--- config.mk ---
export PLATFORM = sky130hd
export DESIGN_NAME = keyboard_line_editor
export DESIGN_NICKNAME = d
export VERILOG_FILES = /design/src/sv/kle_pkg.sv /design/src/sv/keyboard_line_editor.sv /design/src/sv/kle_datapath.sv /design/src/sv/kle_ctrl.sv
export SDC_FILE = /design/constraint.sdc
export NUM_CORES = 1
export LEC_CHECK = 0
export BUFFER_PORTS_ARGS = -buffer_cell sky130_fd_sc_hd__buf_2
export CORE_MARGIN = 10
export CORE_UTILIZATION = 35
export DETAILED_ROUTE_END_ITERATION = 16
export GPL_ROUTABILITY_DRIVEN = 0
export PLACE_DENSITY = 0.59
export SLEW_MARGIN = 20
export SYNTH_ARGS = -nofsm -noshare
export SYNTH_HDL_FRONTEND = slang
export SYNTH_SLANG_ARGS = --single-unit
--- constraint.sdc ---
create_clock -name clk -period 11 [get_ports clk]
set_input_delay 0.55 -clock clk [delete_from_list [all_inputs] [get_ports clk]]
set_output_delay 0.55 -clock clk [all_outputs]
set_load 0.01 [all_outputs]
--- src/sv/kle_pkg.sv ---
package kle_pkg;

  localparam int LINE_DEPTH = 32;
  localparam int COUNT_W    = $clog2(LINE_DEPTH);
  localparam int LIMIT_W    = 6;
  localparam int KEY_W      = 8;
  localparam int LEN_W      = 5;
  localparam int KIND_W     = 2;
  localparam int OUT_DATA_W = ((KEY_W + LEN_W + 7) / 8) * 8;

  localparam logic [LIMIT_W-1:0] LIMIT_MIN   = LIMIT_W'(2);
  localparam logic [LIMIT_W-1:0] LIMIT_MAX   = LIMIT_W'(LINE_DEPTH);
  localparam logic [LIMIT_W-1:0] LIMIT_RESET = LIMIT_W'(32);

  localparam logic [KEY_W-1:0] KEY_NEWLINE   = 8'd10;
  localparam logic [KEY_W-1:0] KEY_RUBOUT    = 8'd8;
  localparam logic [KEY_W-1:0] KEY_BLANK     = 8'd32;
  localparam logic [KEY_W-1:0] KEY_PRINT_LO  = 8'd32;
  localparam logic [KEY_W-1:0] KEY_PRINT_HI  = 8'd126;

  typedef enum logic [KIND_W-1:0] {
    KIND_ECHO = 2'd0,
    KIND_CHAR = 2'd1,
    KIND_END  = 2'd2
  } kind_t;

  typedef enum logic [2:0] {
    EMIT_KEY,
    EMIT_NEWLINE,
    EMIT_BACKSPACE,
    EMIT_SPACE,
    EMIT_CHAR,
    EMIT_END
  } emit_sel_t;

  typedef struct packed {
    logic      latch_sample;
    logic      hold_update;
    logic      latch_key;
    logic      store_key;
    logic      dec_count;
    logic      clr_count;
    logic      clr_idx;
    logic      inc_idx;
    logic      emit;
    emit_sel_t emit_sel;
    logic      emit_last;
  } cmd_t;

  typedef struct packed {
    logic await_release;
    logic sample_eq_held;
    logic count_ge_cap;
    logic count_zero;
    logic held_is_newline;
    logic held_is_backspace;
    logic held_is_print;
    logic idx_lt_count;
    logic out_free;
  } status_t;

endpackage

--- src/sv/keyboard_line_editor.sv ---
// Keyboard line editor.
// s_axis carries one keyboard poll per request (tdata: key_sample). A key
// counts as typed when its code is followed by a different value. Typed
// keys give echo items, backspace handling and, at line end, the stored
// line followed by an end item.
// m_axis carries the results: tdata holds char_code then line_length,
// tuser holds item_kind, tlast marks the final result of one poll.
// cfg_valid/cfg_data write line_limit (6 bits); cfg_ready is always high.
// Write it only while the block is idle.
// A poll is accepted and then evaluated; its results are then loaded one
// after another. A line end with n characters gives n + 1 results, up to
// 33 with an echo. One sequencer drives one output register, so the block
// accepts the next poll only after the last result of the current one is
// loaded into that register.
// When m_axis_tready is low the result holds in the output register and
// the sequencer waits.
// Reset (rst, synchronous) empties the line, clears the held key, sets
// line_limit to 32 and drops any pending result.
module keyboard_line_editor (
  input  logic                               clk,
  input  logic                               rst,
  input  logic                               s_axis_tvalid,
  output logic                               s_axis_tready,
  input  logic [7:0]                         s_axis_tdata,   // key_sample
  output logic                               m_axis_tvalid,
  input  logic                               m_axis_tready,
  output logic [kle_pkg::OUT_DATA_W-1:0]     m_axis_tdata,   // char_code, line_length
  output logic [kle_pkg::KIND_W-1:0]         m_axis_tuser,   // item_kind
  output logic                               m_axis_tlast,
  input  logic                               cfg_valid,
  output logic                               cfg_ready,
  input  logic [kle_pkg::LIMIT_W-1:0]        cfg_data
);

  kle_pkg::cmd_t    cmd;
  kle_pkg::status_t status;

  logic [kle_pkg::KEY_W-1:0] out_code;
  logic [kle_pkg::LEN_W-1:0] out_len;

  assign cfg_ready = 1'b1;
  assign m_axis_tdata = kle_pkg::OUT_DATA_W'({out_len, out_code});

  kle_ctrl u_ctrl (
    .clk      (clk),
    .rst      (rst),
    .in_valid (s_axis_tvalid),
    .in_ready (s_axis_tready),
    .status   (status),
    .cmd      (cmd)
  );

  kle_datapath u_datapath (
    .clk       (clk),
    .rst       (rst),
    .cmd       (cmd),
    .status    (status),
    .sample_in (s_axis_tdata),
    .cfg_valid (cfg_valid),
    .cfg_data  (cfg_data),
    .out_ready (m_axis_tready),
    .out_valid (m_axis_tvalid),
    .out_kind  (m_axis_tuser),
    .out_code  (out_code),
    .out_len   (out_len),
    .out_last  (m_axis_tlast)
  );

endmodule

--- src/sv/kle_datapath.sv ---
module kle_datapath (
  input  logic                                 clk,
  input  logic                                 rst,
  input  kle_pkg::cmd_t                        cmd,
  output kle_pkg::status_t                     status,
  input  logic [kle_pkg::KEY_W-1:0]            sample_in,
  input  logic                                 cfg_valid,
  input  logic [kle_pkg::LIMIT_W-1:0]          cfg_data,
  input  logic                                 out_ready,
  output logic                                 out_valid,
  output logic [kle_pkg::KIND_W-1:0]           out_kind,
  output logic [kle_pkg::KEY_W-1:0]            out_code,
  output logic [kle_pkg::LEN_W-1:0]            out_len,
  output logic                                 out_last
);

  logic [kle_pkg::LIMIT_W-1:0] line_limit;
  logic [kle_pkg::KEY_W-1:0]   sample;
  logic [kle_pkg::KEY_W-1:0]   held_key;
  logic                        await_release;
  logic [kle_pkg::KEY_W-1:0]   key;
  logic [kle_pkg::COUNT_W-1:0] char_count;
  logic [kle_pkg::COUNT_W-1:0] idx;
  logic [kle_pkg::KEY_W-1:0]   line_store [kle_pkg::LINE_DEPTH];

  logic [kle_pkg::LIMIT_W-1:0] eff_limit;
  logic [kle_pkg::LIMIT_W-1:0] cap;
  logic [kle_pkg::KIND_W-1:0]  kind_next;
  logic [kle_pkg::KEY_W-1:0]   code_next;
  logic [kle_pkg::LEN_W-1:0]   len_next;

  always_comb begin
    if (line_limit < kle_pkg::LIMIT_MIN) begin
      eff_limit = kle_pkg::LIMIT_MIN;
    end else if (line_limit > kle_pkg::LIMIT_MAX) begin
      eff_limit = kle_pkg::LIMIT_MAX;
    end else begin
      eff_limit = line_limit;
    end
    cap = eff_limit - kle_pkg::LIMIT_W'(1);
  end

  always_comb begin
    status.await_release     = await_release;
    status.sample_eq_held    = (sample == held_key);
    status.count_ge_cap      = (kle_pkg::LIMIT_W'(char_count) >= cap);
    status.count_zero        = (char_count == '0);
    status.held_is_newline   = (held_key == kle_pkg::KEY_NEWLINE);
    status.held_is_backspace = (held_key == kle_pkg::KEY_RUBOUT);
    status.held_is_print     = (held_key >= kle_pkg::KEY_PRINT_LO) &&
                               (held_key <= kle_pkg::KEY_PRINT_HI);
    status.idx_lt_count      = (idx < char_count);
    status.out_free          = !out_valid || out_ready;
  end

  always_comb begin
    kind_next = kle_pkg::KIND_ECHO;
    code_next = key;
    len_next  = kle_pkg::LEN_W'(char_count);
    unique case (cmd.emit_sel)
      kle_pkg::EMIT_KEY:       code_next = key;
      kle_pkg::EMIT_NEWLINE:   code_next = kle_pkg::KEY_NEWLINE;
      kle_pkg::EMIT_BACKSPACE: code_next = kle_pkg::KEY_RUBOUT;
      kle_pkg::EMIT_SPACE:     code_next = kle_pkg::KEY_BLANK;
      kle_pkg::EMIT_CHAR: begin
        kind_next = kle_pkg::KIND_CHAR;
        code_next = line_store[idx];
        len_next  = kle_pkg::LEN_W'(idx);
      end
      kle_pkg::EMIT_END: begin
        kind_next = kle_pkg::KIND_END;
        code_next = '0;
      end
      default: code_next = key;
    endcase
  end

  always_ff @(posedge clk) begin
    if (rst) begin
      line_limit    <= kle_pkg::LIMIT_RESET;
      held_key      <= '0;
      await_release <= 1'b0;
      char_count    <= '0;
      idx           <= '0;
      out_valid     <= 1'b0;
    end else begin
      if (cfg_valid) begin
        line_limit <= cfg_data;
      end
      if (cmd.hold_update) begin
        held_key      <= sample;
        await_release <= (sample != '0);
      end
      if (cmd.store_key) begin
        char_count <= char_count + kle_pkg::COUNT_W'(1);
      end else if (cmd.dec_count) begin
        char_count <= char_count - kle_pkg::COUNT_W'(1);
      end else if (cmd.clr_count) begin
        char_count <= '0;
      end
      if (cmd.clr_idx) begin
        idx <= '0;
      end else if (cmd.inc_idx) begin
        idx <= idx + kle_pkg::COUNT_W'(1);
      end
      if (cmd.emit) begin
        out_valid <= 1'b1;
      end else if (out_ready) begin
        out_valid <= 1'b0;
      end
    end
  end

  always_ff @(posedge clk) begin
    if (cmd.latch_sample) begin
      sample <= sample_in;
    end
    if (cmd.latch_key) begin
      key <= held_key;
    end
    if (cmd.store_key) begin
      line_store[char_count] <= held_key;
    end
    if (cmd.emit) begin
      out_kind <= kind_next;
      out_code <= code_next;
      out_len  <= len_next;
      out_last <= cmd.emit_last;
    end
  end

endmodule

--- src/sv/kle_ctrl.sv ---
module kle_ctrl (
  input  logic              clk,
  input  logic              rst,
  input  logic              in_valid,
  output logic              in_ready,
  input  kle_pkg::status_t  status,
  output kle_pkg::cmd_t     cmd
);

  typedef enum logic [2:0] {
    S_IDLE,
    S_EVAL,
    S_PRINT,
    S_NEWLINE,
    S_BS1,
    S_SPACE,
    S_BS2,
    S_LINE
  } state_t;

  state_t state;
  state_t state_next;

  assign in_ready = (state == S_IDLE);

  always_comb begin
    cmd        = '0;
    cmd.emit_sel = kle_pkg::EMIT_KEY;
    state_next = state;
    unique case (state)
      S_IDLE: begin
        if (in_valid) begin
          cmd.latch_sample = 1'b1;
          state_next       = S_EVAL;
        end
      end
      S_EVAL: begin
        state_next = S_IDLE;
        if (!status.await_release || !status.sample_eq_held) begin
          cmd.hold_update = 1'b1;
        end
        if (status.await_release && !status.sample_eq_held) begin
          cmd.latch_key = 1'b1;
          cmd.clr_idx   = 1'b1;
          if (status.count_ge_cap) begin
            state_next = S_LINE;
          end else if (status.held_is_newline) begin
            state_next = S_NEWLINE;
          end else if (status.held_is_backspace) begin
            if (!status.count_zero) begin
              cmd.dec_count = 1'b1;
              state_next    = S_BS1;
            end
          end else if (status.held_is_print) begin
            cmd.store_key = 1'b1;
            state_next    = S_PRINT;
          end
        end
      end
      S_PRINT: begin
        if (status.out_free) begin
          cmd.emit      = 1'b1;
          cmd.emit_sel  = kle_pkg::EMIT_KEY;
          cmd.emit_last = !status.count_ge_cap;
          state_next    = status.count_ge_cap ? S_LINE : S_IDLE;
        end
      end
      S_NEWLINE: begin
        if (status.out_free) begin
          cmd.emit     = 1'b1;
          cmd.emit_sel = kle_pkg::EMIT_NEWLINE;
          state_next   = S_LINE;
        end
      end
      S_BS1: begin
        if (status.out_free) begin
          cmd.emit     = 1'b1;
          cmd.emit_sel = kle_pkg::EMIT_BACKSPACE;
          state_next   = S_SPACE;
        end
      end
      S_SPACE: begin
        if (status.out_free) begin
          cmd.emit     = 1'b1;
          cmd.emit_sel = kle_pkg::EMIT_SPACE;
          state_next   = S_BS2;
        end
      end
      S_BS2: begin
        if (status.out_free) begin
          cmd.emit      = 1'b1;
          cmd.emit_sel  = kle_pkg::EMIT_BACKSPACE;
          cmd.emit_last = 1'b1;
          state_next    = S_IDLE;
        end
      end
      S_LINE: begin
        if (status.out_free) begin
          cmd.emit = 1'b1;
          if (status.idx_lt_count) begin
            cmd.emit_sel = kle_pkg::EMIT_CHAR;
            cmd.inc_idx  = 1'b1;
          end else begin
            cmd.emit_sel  = kle_pkg::EMIT_END;
            cmd.emit_last = 1'b1;
            cmd.clr_count = 1'b1;
            state_next    = S_IDLE;
          end
        end
      end
      default: state_next = S_IDLE;
    endcase
  end

  always_ff @(posedge clk) begin
    if (rst) begin
      state <= S_IDLE;
    end else begin
      state <= state_next;
    end
  end

endmodule

==> parameters.txt, run 1 <==
Parameter                              Value

Power and ir drop
  Power dissipated by switching net loads ... between 500 and 600 µW
  PD cells ... about 170 nW/µm²
  Proportion of power drawn by the clock network ... 0.437
  Internal power component ... between 2 and 2.5 mW
  Switching Fraction ... 0.202
  Part of the total power dissipated in sequential elements ... 0.537
  Comb power frac ... 0.026
  Peak supply drop ... about 0.13 mV
  Leak Pwr ... between 4 and 5 nW

Die
  Die Span X ... around 210 µm
  Core Rows ... 70
  Area of the die ... ~46000 µm²
  DIE HEIGHT ... ~210 µm
  Core outline area ... roughly 37000 µm²
  IO Count ... between 40 and 50
  Effective utilization at floorplan ... 0.357

Route
  Number of antenna-violating nets in the routed design ... 0
  Residual DRC count ... 0
  Via count of the routed design ... 7006
  Drt first-iter violations ... around 550
  Number of detailed-route iterations in the first pass ... 5
  Vias/cell ... between 5 and 6
  Aggregate routed wire length ... roughly 31000 µm
  Routed wire per std cell ... about 24 µm

CTS
  Setup bufs post-CTS ... 0
  CTS max path bufs ... 3
  Clock tree root driver cell ... sky130_fd_sc_hd__clkbuf_16
  Clock tree from TritonCTS ... done
  CTS Sinks ... 322
  Cells resized by post-CTS repair ... 0
  Total CTS buffers ... 35
  Clock transition at the registers of the reported paths ... around 60 ps
  Hold Buf Count CTS ... 0
  Clock insertion delay at the later pin of the skew report ... a little over 500 ps
  CTS H-tree lvls ... 2

Setup path
  Signal arrival time at the worst endpoint ... 4760 ps
  Crit. End Element ... flop
  Max FO, Critical Path ... 10
  Category of the most critical setup path ... flop to flop
  Kind of start point of the critical path ... flop
  Required time of the critical path ... between 10000 and 15000 ps

GRT
  First-pass GRT wire length ... ~47000 µm
  Antenna violations before repair ... 0
  Largest net degree at the start of global routing ... 63
  Final global-route overflow total ... 0
  Total Routing Usage GR ... 0.138
  Via count of the first global-routing pass ... ~7000

Finish
  Fin nets ... ~830
  # diodes ... 0
  Final non-filler cell total ... approximately 1300
  Area growth syn-to-layout ... 13.4%
  Fraction of final layout cells with drive strength greater than 1 ... 0.230

Timing
  Pin slew with the least headroom to its limit ... a little over 1000 ps
  Highest achievable clock rate ... 216 MHz
  Final Hold Fails ... 0
  Relative slew slack ... 0.311
  Final count of negative-setup-slack endpoints ... 0
  Setup total negative slack ... 0 ps
  Unrepaired setup endpoints after global routing ... false
  Number of pins exceeding their max-slew limit in the final report ... 0
  Clk_skew ... 14.7 ps
  Post-route fraction of the period consumed by the critical path ... 0.420
  Post-route minimum period ... ~4600 ps

Synth
  Warnings, synthesis ... 0
  Post-synth design cell area ... 13100 µm²
  Register area share after synthesis ... 0.711
  Post-synthesis instance total ... approximately 740
  Post-synthesis sequential element count ... 322
  Number of distinct standard cells referenced by the synthesized netlist ... 56
  Post-synthesis average cell area ... roughly 18 µm²
  Number of enable flip-flop cells after synthesis ... ~290
  Most used DFF post-synth ... sky130_fd_sc_hd__edfxtp_1
  Fraction of synthesis flops using an asynchronous set or reset pin ... 0

Placement
  Port Buf Inserts ... 36
  Placed cells ... between 1000 and 1500
  DP Wirelength ... 19600 µm

Status
  Status ... finished clean

Worst hold path
  Worst hold path class ... input pin to flop

Job
  Max-capacitance violation count ... 0
==> state kept, by name (all words and copies together) (netlist names), named ones only <==
signal / cells
u_ctrl.state: 3
u_datapath.await_release: 1
u_datapath.char_count: 5
u_datapath.held_key: 8
u_datapath.idx: 5
u_datapath.key: 8
u_datapath.line_limit: 6
u_datapath.line_store: 256
u_datapath.out_code: 8
u_datapath.out_kind: 2
u_datapath.out_last: 1
u_datapath.out_len: 5
u_datapath.out_valid: 1
u_datapath.sample: 8
==> per-layer routing <==
layer / wire (µm) / part of all wire / GRT usage / up-vias
met4: 613 / 0.019 / 0.0384 / 0
met3: 1550 / 0.049 / 0.0234 / 42
met2: 15700 / 0.50 / 0.227 / 243
met5: 0 / 0 / 0 / -
met1: 13600 / 0.43 / 0.187 / 3671
li1: - / - / - / 3050
==> cell usage after synthesis, types with 10 or more instances <==
| library cell | number | share of area |
|---|---|---|
| sky130_fd_sc_hd__mux2i_1 | 16 | 0.012 |
| sky130_fd_sc_hd__edfxtp_1 | 288 | 0.66 |
| sky130_fd_sc_hd__nor2_1 | 65 | 0.019 |
| sky130_fd_sc_hd__mux4_2 | 77 | 0.13 |
| sky130_fd_sc_hd__a21oi_1 | 18 | 0.0069 |
| sky130_fd_sc_hd__nand2_1 | 45 | 0.013 |
| sky130_fd_sc_hd__o21ai_0 | 14 | 0.0053 |
| sky130_fd_sc_hd__ha_1 | 16 | 0.015 |
| sky130_fd_sc_hd__nand3_1 | 13 | 0.0050 |
| sky130_fd_sc_hd__xnor2_1 | 10 | 0.0067 |
| sky130_fd_sc_hd__inv_1 | 17 | 0.0049 |
| sky130_fd_sc_hd__clkbuf_1 | 14 | 0.0040 |
| sky130_fd_sc_hd__dfxtp_1 | 34 | 0.052 |
| sky130_fd_sc_hd__buf_2 | 14 | 0.0053 |
==> cell families after synthesis <==
| kind of cell | after synthesis | share of synthesized area |
|---|---|---|
| compound gates | 85 | 0.0462 |
| flops | 322 | 0.711 |
| xor+xnor | 13 | 0.00868 |
| other cells | 2 | 0.000572 |
| simple gates | 156 | 0.0530 |
| fa+ha+maj | 16 | 0.0153 |
| mux | 94 | 0.145 |
| buf+inv | 55 | 0.0202 |
==> critical path: stages, from the launching register on <==
cell and delay (ps):
sky130_fd_sc_hd__dfxtp_1 340, sky130_fd_sc_hd__nor3_1 330, sky130_fd_sc_hd__nand2b_1 90, sky130_fd_sc_hd__nand3_1 120
sky130_fd_sc_hd__ha_1 230, sky130_fd_sc_hd__nand2_1 70, sky130_fd_sc_hd__a32o_1 250, sky130_fd_sc_hd__a21oi_1 130
sky130_fd_sc_hd__ha_1 260, sky130_fd_sc_hd__a21o_1 180, sky130_fd_sc_hd__a31oi_1 420, sky130_fd_sc_hd__and2_1 440
sky130_fd_sc_hd__nand3_1 630, sky130_fd_sc_hd__nor2_1 750
==> final cells by class <==
class | count | area (µm²)
inverter | 17 | 63.8
tap | 468 | 586
multi-input combinational | 368 | 3540
clock inverter | 17 | 110
sequential | 322 | 9330
timing repair buffer | 49 | 278
fill | 3281 | 21900
clock buffer | 45 | 966
==> through the flow <==
step / util / area, µm² / setup WS [ps] / hold WS, ps / power [mW]
global placement: 0.375 / 13800 / 6460 / 496 / 1.44
floorplan: - / 13100 / 7520 / 476 / 1.41
CTS: 0.404 / 14900 / 6350 / 203 / 2.53
finish: 0.404 / 14900 / 6380 / 222 / 2.51
global route: 0.404 / 14900 / 6000 / 210 / 2.59
detailed placement: 0.375 / 13800 / 6350 / 501 / 1.44
==> final timing paths <==
kind	end	slack (ps)	start	depth (start not counted)
worst max-delay path	u_datapath.line_store[25][6]	6380	u_datapath.line_limit[3]	13
worst min-delay path	u_datapath.sample[7]	220	s_axis_tdata[7]	1
worst max register to register	u_datapath.line_store[25][6]	6380	u_datapath.line_limit[3]	13
worst min register to register	u_datapath.out_code[4]	510	u_datapath.key[4]	2
==> power groups by stage <==
stage                     combinational, mW  sequential [mW]  clock [mW]
after CTS                            0.0674             1.35        1.12
final                                0.0659             1.35        1.10
after global routing                 0.0731             1.35        1.17
after global placement               0.0672             1.37           0
after floorplan                      0.0292             1.38           0
after detailed placement             0.0674             1.37           0
==> layout by cell type, fill, tap and decap left out, types with 13 or more instances in the layout <==
| cell type | netlist | layout |
|---|---|---|
| sky130_fd_sc_hd__nor2_1 | 65 | 64 |
| sky130_fd_sc_hd__buf_4 | 7 | 13 |
| sky130_fd_sc_hd__buf_2 | 14 | 36 |
| sky130_fd_sc_hd__ha_1 | 16 | 16 |
| sky130_fd_sc_hd__a21oi_1 | 18 | 18 |
| sky130_fd_sc_hd__nand3_1 | 13 | 13 |
| sky130_fd_sc_hd__dfxtp_1 | 34 | 32 |
| sky130_fd_sc_hd__edfxtp_1 | 288 | 288 |
| sky130_fd_sc_hd__mux4_2 | 77 | 77 |
| sky130_fd_sc_hd__mux2i_1 | 16 | 16 |
| sky130_fd_sc_hd__nand2_1 | 45 | 45 |
| sky130_fd_sc_hd__inv_1 | 17 | 17 |
| sky130_fd_sc_hd__o21ai_0 | 14 | 14 |
| sky130_fd_sc_hd__clkbuf_16 | 0 | 37 |
Power figures use the tool's default switching activity.
==> inputs of run 2 (changes only) <==
- clock period: 11 -> 4.3 ns (I/O delays scaled with it)
==> parameters.txt, run 2 (synthesized netlist as in run 1, its figures left out) <==
Parameter                              Value

Setup path
  Category of the most critical setup path ... flop to flop
  Largest delay share family, worst path ... simple AND/OR/NAND/NOR gates
  Cell chain of the critical path ... nor3_1, nand2b_1, nand3_1, ha_1, nand2_1, a32o_1, a21oi_1, ha_1, a21o_1, a31oi_1, and2_1, nand3_1, nor2_1, buf_4
  Max FO, Critical Path ... 8 (-2)
  Max stage delay on crit path ... 540 ps (-210 ps)
  Required time of the critical path ... 4530 ps (-6610 ps)
  Crit. End Element ... flop
  Signal arrival time at the worst endpoint ... 4080 ps (-680 ps)
  CP Launch Point ... u_datapath.line_limit[2]
  Kind of start point of the critical path ... flop
  Slowest-stage cell, CP ... sky130_fd_sc_hd__nand3_1
  Buffers & Inverters on Critical Path ... 1 (+1)
  Startpoint of the worst register-to-register path ... u_datapath.line_limit[2]

Route
  Residual DRC count ... 0 (unchanged)
  Number of antenna-violating nets in the routed design ... 0 (unchanged)
  Aggregate routed wire length ... 30600 µm (-2.7%)
  Routed wire per std cell ... 22.7 µm (-7.0%)
  Drt first-iter violations ... 696 (+27%)
  Vias/cell ... 5.26 (-3.4%)
  Number of detailed-route iterations in the first pass ... 5 (unchanged)
  Via count of the routed design ... 7075 (+0.98%)

GRT
  Antenna violations before repair ... 0 (unchanged)
  Final global-route overflow total ... 0 (unchanged)
  Total Routing Usage GR ... 0.135 (-0.00324)
  Via count of the first global-routing pass ... 7094 (+1.0%)
  First-pass GRT wire length ... 45900 µm (-2.1%)
  Largest net degree at the start of global routing ... 63 (unchanged)

Finish
  Highest-count cells in the layout ignoring fill and taps ... sky130_fd_sc_hd__edfxtp_1, sky130_fd_sc_hd__mux4_2, sky130_fd_sc_hd__nor2_1
  Area growth syn-to-layout ... 18.1%
  # diodes ... 0 (unchanged)
  Final standard cell area without fillers ... 15500 µm² (+4.2%)
  Most common cell after layout, fill and taps aside ... sky130_fd_sc_hd__edfxtp_1
  Number of flip-flops in the largest register ... 256 (unchanged)
  Fin nets ... 884 (+6.8%)
  Final core utilization ... 0.421 (+0.0169)
  Register containing the most flip-flops in the final layout ... u_datapath.line_store
  Fraction of final layout cells with drive strength greater than 1 ... 0.262 (+0.0324)

CTS
  CTS H-tree lvls ... 2 (unchanged)
  CTS Sinks ... 322 (unchanged)
  Clock tree from TritonCTS ... done
  Clock tree root driver cell ... sky130_fd_sc_hd__clkbuf_16
  Setup bufs post-CTS ... 0 (unchanged)
  Total CTS buffers ... 36 (+2.9%)
  Cells resized by post-CTS repair ... 0 (unchanged)
  Clock transition at the registers of the reported paths ... 60 ps (about the same)
  CTS max path bufs ... 3 (unchanged)
  Clock insertion delay at the later pin of the skew report ... 530 ps (+20 ps)

Die
  Die Span X ... 214 µm (unchanged)
  Core Rows ... 70 (unchanged)
  IO Count ... 41 (unchanged)
  Core outline area ... 36800 µm² (unchanged)
  Area of the die ... 45600 µm² (unchanged)
  Effective utilization at floorplan ... 0.357 (unchanged)
  DIE HEIGHT ... 214 µm (unchanged)

Timing
  Clk_skew ... 23.2 ps (+8.55 ps)
  Setup total negative slack ... 0 ps (unchanged)
  Relative slew slack ... 0.371 (+0.0608)
  Pin slew with the least headroom to its limit ... 919 ps (-88.9 ps)
  Post-route fraction of the period consumed by the critical path ... 0.894 (+0.473)
  Worst hold margin ... 66.1 ps (-156 ps)
  Post-route minimum period ... 3840 ps (-782 ps)
  Number of pins exceeding their max-slew limit in the final report ... 0 (unchanged)
  Final count of negative-setup-slack endpoints ... 0 (unchanged)
  Final Hold Fails ... 0 (unchanged)
  Highest achievable clock rate ... 260 MHz (+20%)
  Unrepaired setup endpoints after global routing ... false

Placement
  Placed standard-cell area ... 14100 µm² (+2.5%)
  DP Wirelength ... 19300 µm (-1.4%)
  Port Buf Inserts ... 36 (unchanged)

Power and ir drop
  PD cells ... 437 nW/µm² (+160%)
  Peak supply drop ... 0.358 mV (+170%)
  Leak Pwr ... 5.06 nW (+7.3%)
  Pwr Total ... 6.78 mW (+170%)

Worst hold path
  Startpoint of the worst hold path ... cfg_valid
  Worst hold path class ... input pin to flop

Status
  Status ... finished clean

Job
  Max-capacitance violation count ... 0 (unchanged)
[run 2: changes by cell type in the layout (fill, tap and decap cells not counted), sizes merged]
cell	previous run	this run
clkbuf	45	42
buf	49	90
bufinv	1	6
dlygate4sd3	0	14
clkinvlp	2	1
inv	17	20
[run 2: path summary, 6_finish.rpt]
path	slack [ps]	endpoint	cells after the start
setup / recovery	460	u_datapath.line_store[17][2]	14
hold / removal	70	u_datapath.line_limit[5]	2
setup reg to reg	460	u_datapath.line_store[17][2]	14
hold reg to reg	510	u_datapath.out_code[4]	2
[run 2: metrics by stage]
stage	cells	setup WS [ps]
after floorplan	745	823
after global placement	1265	614
after detailed placement	1265	477
after CTS	1345	468
after global routing	1345	197
final	1345	457
[run 2: where the power goes]
| part | switching, mW | total [mW] | internal (mW) | leakage (nW) |
|---|---|---|---|---|
| clock | 1.22 | 3.16 | 1.94 | 0.592 |
| combinational | 0.117 | 0.172 | 0.0550 | 1.54 |
| sequential | 0.0156 | 3.44 | 3.43 | 2.93 |
[run 2: what timing repair did]
item                       in CTS  in global routing
setup endpoints to repair       0                  0
hold endpoints to repair       14                  0
hold buffers                   14                  0
[run 2: per-layer routing]
layer  up-vias  global-route usage  routed length [µm]
met1      3625               0.188               13500
met4         0              0.0413                 673
li1       3176                   -                   -
met2       234               0.213               14700
met3        40              0.0232                1690
met5         -                   0                   0
[run 2: layout make-up]
class	instances	area [µm²]
clock buffers	42	945
clock inverters	24	275
fillers	3261	21300
inverters	17	63.8
multi-input cells	368	3540
flip-flops and latches	322	9330
well taps	468	586
repair buffers	104	751
==> inputs of run 3 (changes only) <==
- CORE_UTILIZATION: 35 -> 40
- PLACE_DENSITY: 0.59 -> 0.64
- SYNTH_HIERARCHICAL: unset -> 1
==> parameters.txt, run 3 <==
Parameter                              Value

Status
  Status ... finished clean

Finish
  Register containing the most flip-flops in the final layout ... u_datapath/line_store
  Highest-count cells in the layout ignoring fill and taps ... sky130_fd_sc_hd__edfxtp_1, sky130_fd_sc_hd__nor2_1, sky130_fd_sc_hd__mux2i_1
  Fraction of final layout cells with drive strength greater than 1 ... 0.206 (-0.0564)
  # diodes ... 0 (unchanged)
  Most common cell after layout, fill and taps aside ... sky130_fd_sc_hd__edfxtp_1
  Number of flip-flops in the largest register ... 256 (unchanged)
  Area growth syn-to-layout ... 15.8%
  Fin nets ... 929 (+5.1%)

Timing
  Final count of negative-setup-slack endpoints ... 0 (unchanged)
  Final Hold Fails ... 0 (unchanged)
  Worst path setup slack after routing ... 270 ps (-187 ps)
  Post-route minimum period ... 4030 ps (+187 ps)
  Pin slew with the least headroom to its limit ... 815 ps (-104 ps)
  Setup total negative slack ... 0 ps (unchanged)
  Post-route fraction of the period consumed by the critical path ... 0.937 (+0.0435)
  Highest achievable clock rate ... 248 MHz (-4.6%)
  Number of pins exceeding their max-slew limit in the final report ... 0 (unchanged)
  Worst hold margin ... 71.8 ps (+5.70 ps)
  Relative slew slack ... 0.456 (+0.0847)
  Unrepaired setup endpoints after global routing ... false
  Clk_skew ... 27.2 ps (+3.96 ps)

Power and ir drop
  PD cells ... 424 nW/µm² (-3.0%)
  Leak Pwr ... 5.03 nW (-0.60%)
  Peak supply drop ... 0.317 mV (-12%)
  Pwr Total ... 6.52 mW (-3.8%)

Synth
  Number of distinct standard cells referenced by the synthesized netlist ... 60 (+7.1%)
  Post-synthesis instance total ... 809 (+8.9%)
  Register area share after synthesis ... 0.703 (-0.00745)
  Number of enable flip-flop cells after synthesis ... 288 (unchanged)
  Warnings, synthesis ... 6 (+6)
  Fraction of synthesis flops using an asynchronous set or reset pin ... 0 (unchanged)
  Post-synthesis average cell area ... 16.4 µm² (-7.2%)
  Most used DFF post-synth ... sky130_fd_sc_hd__edfxtp_1
  Post-synth top area share ... 0.652 (-0.00690)
  Post-synth design cell area ... 13300 µm² (+1.1%)
  Post-synthesis sequential element count ... 322 (unchanged)
  Most frequent cells after synthesis ... sky130_fd_sc_hd__edfxtp_1, sky130_fd_sc_hd__nor2_1, sky130_fd_sc_hd__mux2i_1
  Synth area leader ... sky130_fd_sc_hd__edfxtp_1
  Top cells by area, synth ... sky130_fd_sc_hd__edfxtp_1, sky130_fd_sc_hd__mux4_2, sky130_fd_sc_hd__dfxtp_1
  Most common cell in the netlist ... sky130_fd_sc_hd__edfxtp_1

Setup path
  Cell mode on critical path ... sky130_fd_sc_hd__a21o_1
  Category of the most critical setup path ... flop to flop
  CP Launch Point ... u_datapath/line_limit[4]
  Signal arrival time at the worst endpoint ... 4150 ps (+70 ps)
  Slowest-stage cell, CP ... sky130_fd_sc_hd__nor2_1
  Required time of the critical path ... 4420 ps (-110 ps)
  Startpoint of the worst register-to-register path ... u_datapath/line_limit[4]
  Cell chain of the critical path ... nor3_1, o21ai_0, ha_1, ha_1, a21o_1, a21o_1, a21o_1, a21o_1, nor4_2, nand2_1, nor2_1
  Max FO, Critical Path ... 9 (+1)
  Crit. End Element ... flop
  Kind of start point of the critical path ... flop
  Max stage delay on crit path ... 690 ps (+150 ps)

Die
  Core outline area ... 32600 µm² (-11%)
  Area of the die ... 40800 µm² (-11%)
  Die Span X ... 202 µm (-5.4%)
  Effective utilization at floorplan ... 0.407 (+0.0498)
  Core Rows ... 66 (-5.7%)
  DIE HEIGHT ... 202 µm (-5.4%)
  IO Count ... 41 (unchanged)

CTS
  Clock tree root driver cell ... sky130_fd_sc_hd__clkbuf_16
  Clock transition at the registers of the reported paths ... 60 ps (about the same)
  CTS max path bufs ... 3 (unchanged)
  Total CTS buffers ... 35 (-2.8%)
  Clock tree from TritonCTS ... done
  CTS Sinks ... 322 (unchanged)
  CTS H-tree lvls ... 2 (unchanged)
  Clock insertion delay at the later pin of the skew report ... 510 ps (-20 ps)

GRT
  Total Routing Usage GR ... 0.140 (+0.00440)
  Via count of the first global-routing pass ... 7441 (+4.9%)
  First-pass GRT wire length ... 44800 µm (-2.4%)
  Final global-route overflow total ... 0 (unchanged)
  Antenna violations before repair ... 0 (unchanged)
  Largest net degree at the start of global routing ... 46 (-27%)

Route
  Routed length on met2 ... 13500 µm (-8.0%)
  Number of antenna-violating nets in the routed design ... 0 (unchanged)
  WL met3 ... 1870 µm (+10%)
  Residual DRC count ... 0 (unchanged)
  Via count of the routed design ... 7290 (+3.0%)
  WL met1 ... 12600 µm (-6.6%)
  Vias/cell ... 5.36 (+1.9%)
  Routed wire per std cell ... 21.0 µm (-7.5%)
  Highest routing layer actually used ... met4
  Number of detailed-route iterations in the first pass ... 5 (unchanged)
  Aggregate routed wire length ... 28600 µm (-6.5%)
  Drt first-iter violations ... 646 (-7.2%)

Placement
  DP Wirelength ... 18500 µm (-4.4%)
  Port Buf Inserts ... 36 (unchanged)
  Post-Place Worst Slack ... 367 ps (-110 ps)

Worst hold path
  Startpoint of the worst hold path ... cfg_valid
  Worst hold path class ... input pin to flop

Job
  Max-capacitance violation count ... 0 (unchanged)
run 3: cell types whose count changed in the layout (fill, tap and decap cells not counted), moves of 7 or more:
cell | before | now
sky130_fd_sc_hd__a221oi_1 | 0 | 7
sky130_fd_sc_hd__buf_4 | 52 | 42
sky130_fd_sc_hd__mux2i_1 | 16 | 62
sky130_fd_sc_hd__nand2_1 | 45 | 22
sky130_fd_sc_hd__mux4_2 | 77 | 44
sky130_fd_sc_hd__nor3_1 | 3 | 15
sky130_fd_sc_hd__o21ai_1 | 4 | 11
sky130_fd_sc_hd__nand2b_1 | 2 | 10
sky130_fd_sc_hd__o21ai_0 | 14 | 4
sky130_fd_sc_hd__a21o_1 | 1 | 14
run 3: repair_timing:
action                    4_1_cts  5_1_grt
hold buffers                   14        0
resized for setup               0        0
setup buffers                   0        0
hold endpoints to repair       14        0
run 3: worst paths after layout:
| kind | endpoint | slack (ps) | cells past startpoint |
|---|---|---|---|
| min reg2reg | u_datapath/await_release | 500 | 2 |
| max | u_datapath/line_store[7][1] | 270 | 11 |
| min | u_datapath/line_limit[5] | 70 | 2 |
| max reg2reg | u_datapath/line_store[7][1] | 270 | 11 |
run 3: cell families after synthesis:
family,Yosys count,synth area share
flops,322,0.703
simple gates,168,0.0608
mux,114,0.128
compound gates,110,0.0591
buf+inv,62,0.0228
fa+ha+maj,16,0.0151
xor+xnor,15,0.00991
other cells,2,0.000566
run 3: layout make-up:
type                       count  area (µm²)
multi-input combinational    427        3640
inverter                      14        52.6
timing repair buffer          94         676
sequential                   322        9330
fill                        2775       17300
clock buffer                  47        1020
tap                          442         553
clock inverter                14        80.1
run 3: per-stage QoR:
step                      cell area, µm²  utilization  instances
after floorplan                    13300            -        811
after global placement             14100        0.433       1285
after detailed placement           14100        0.433       1285
after CTS                          15400        0.471       1360
after global routing               15400        0.471       1360
final                              15400        0.471       1360
run 3: report_power, final:
| group | leakage [nW] | switching, mW | internal, mW |
|---|---|---|---|
| logic | 1.58 | 0.132 | 0.0714 |
| clock network | 0.525 | 1.16 | 1.66 |
| registers | 2.93 | 0.0402 | 3.45 |
| total | 5.03 | 1.33 | 5.19 |
run 3: critical path, delay by kind of cell (launching register included):
kind	cells	cell delay [ps]
flops	1	330
compound gates	5	890
fa+ha+maj	2	580
simple gates	4	1820
run 3: layer usage:
layer / track usage / vias up
met5: 0 / -
li1: - / 3349
met4: 0.0376 / 0
met1: 0.196 / 3674
met2: 0.220 / 222
met3: 0.0227 / 45
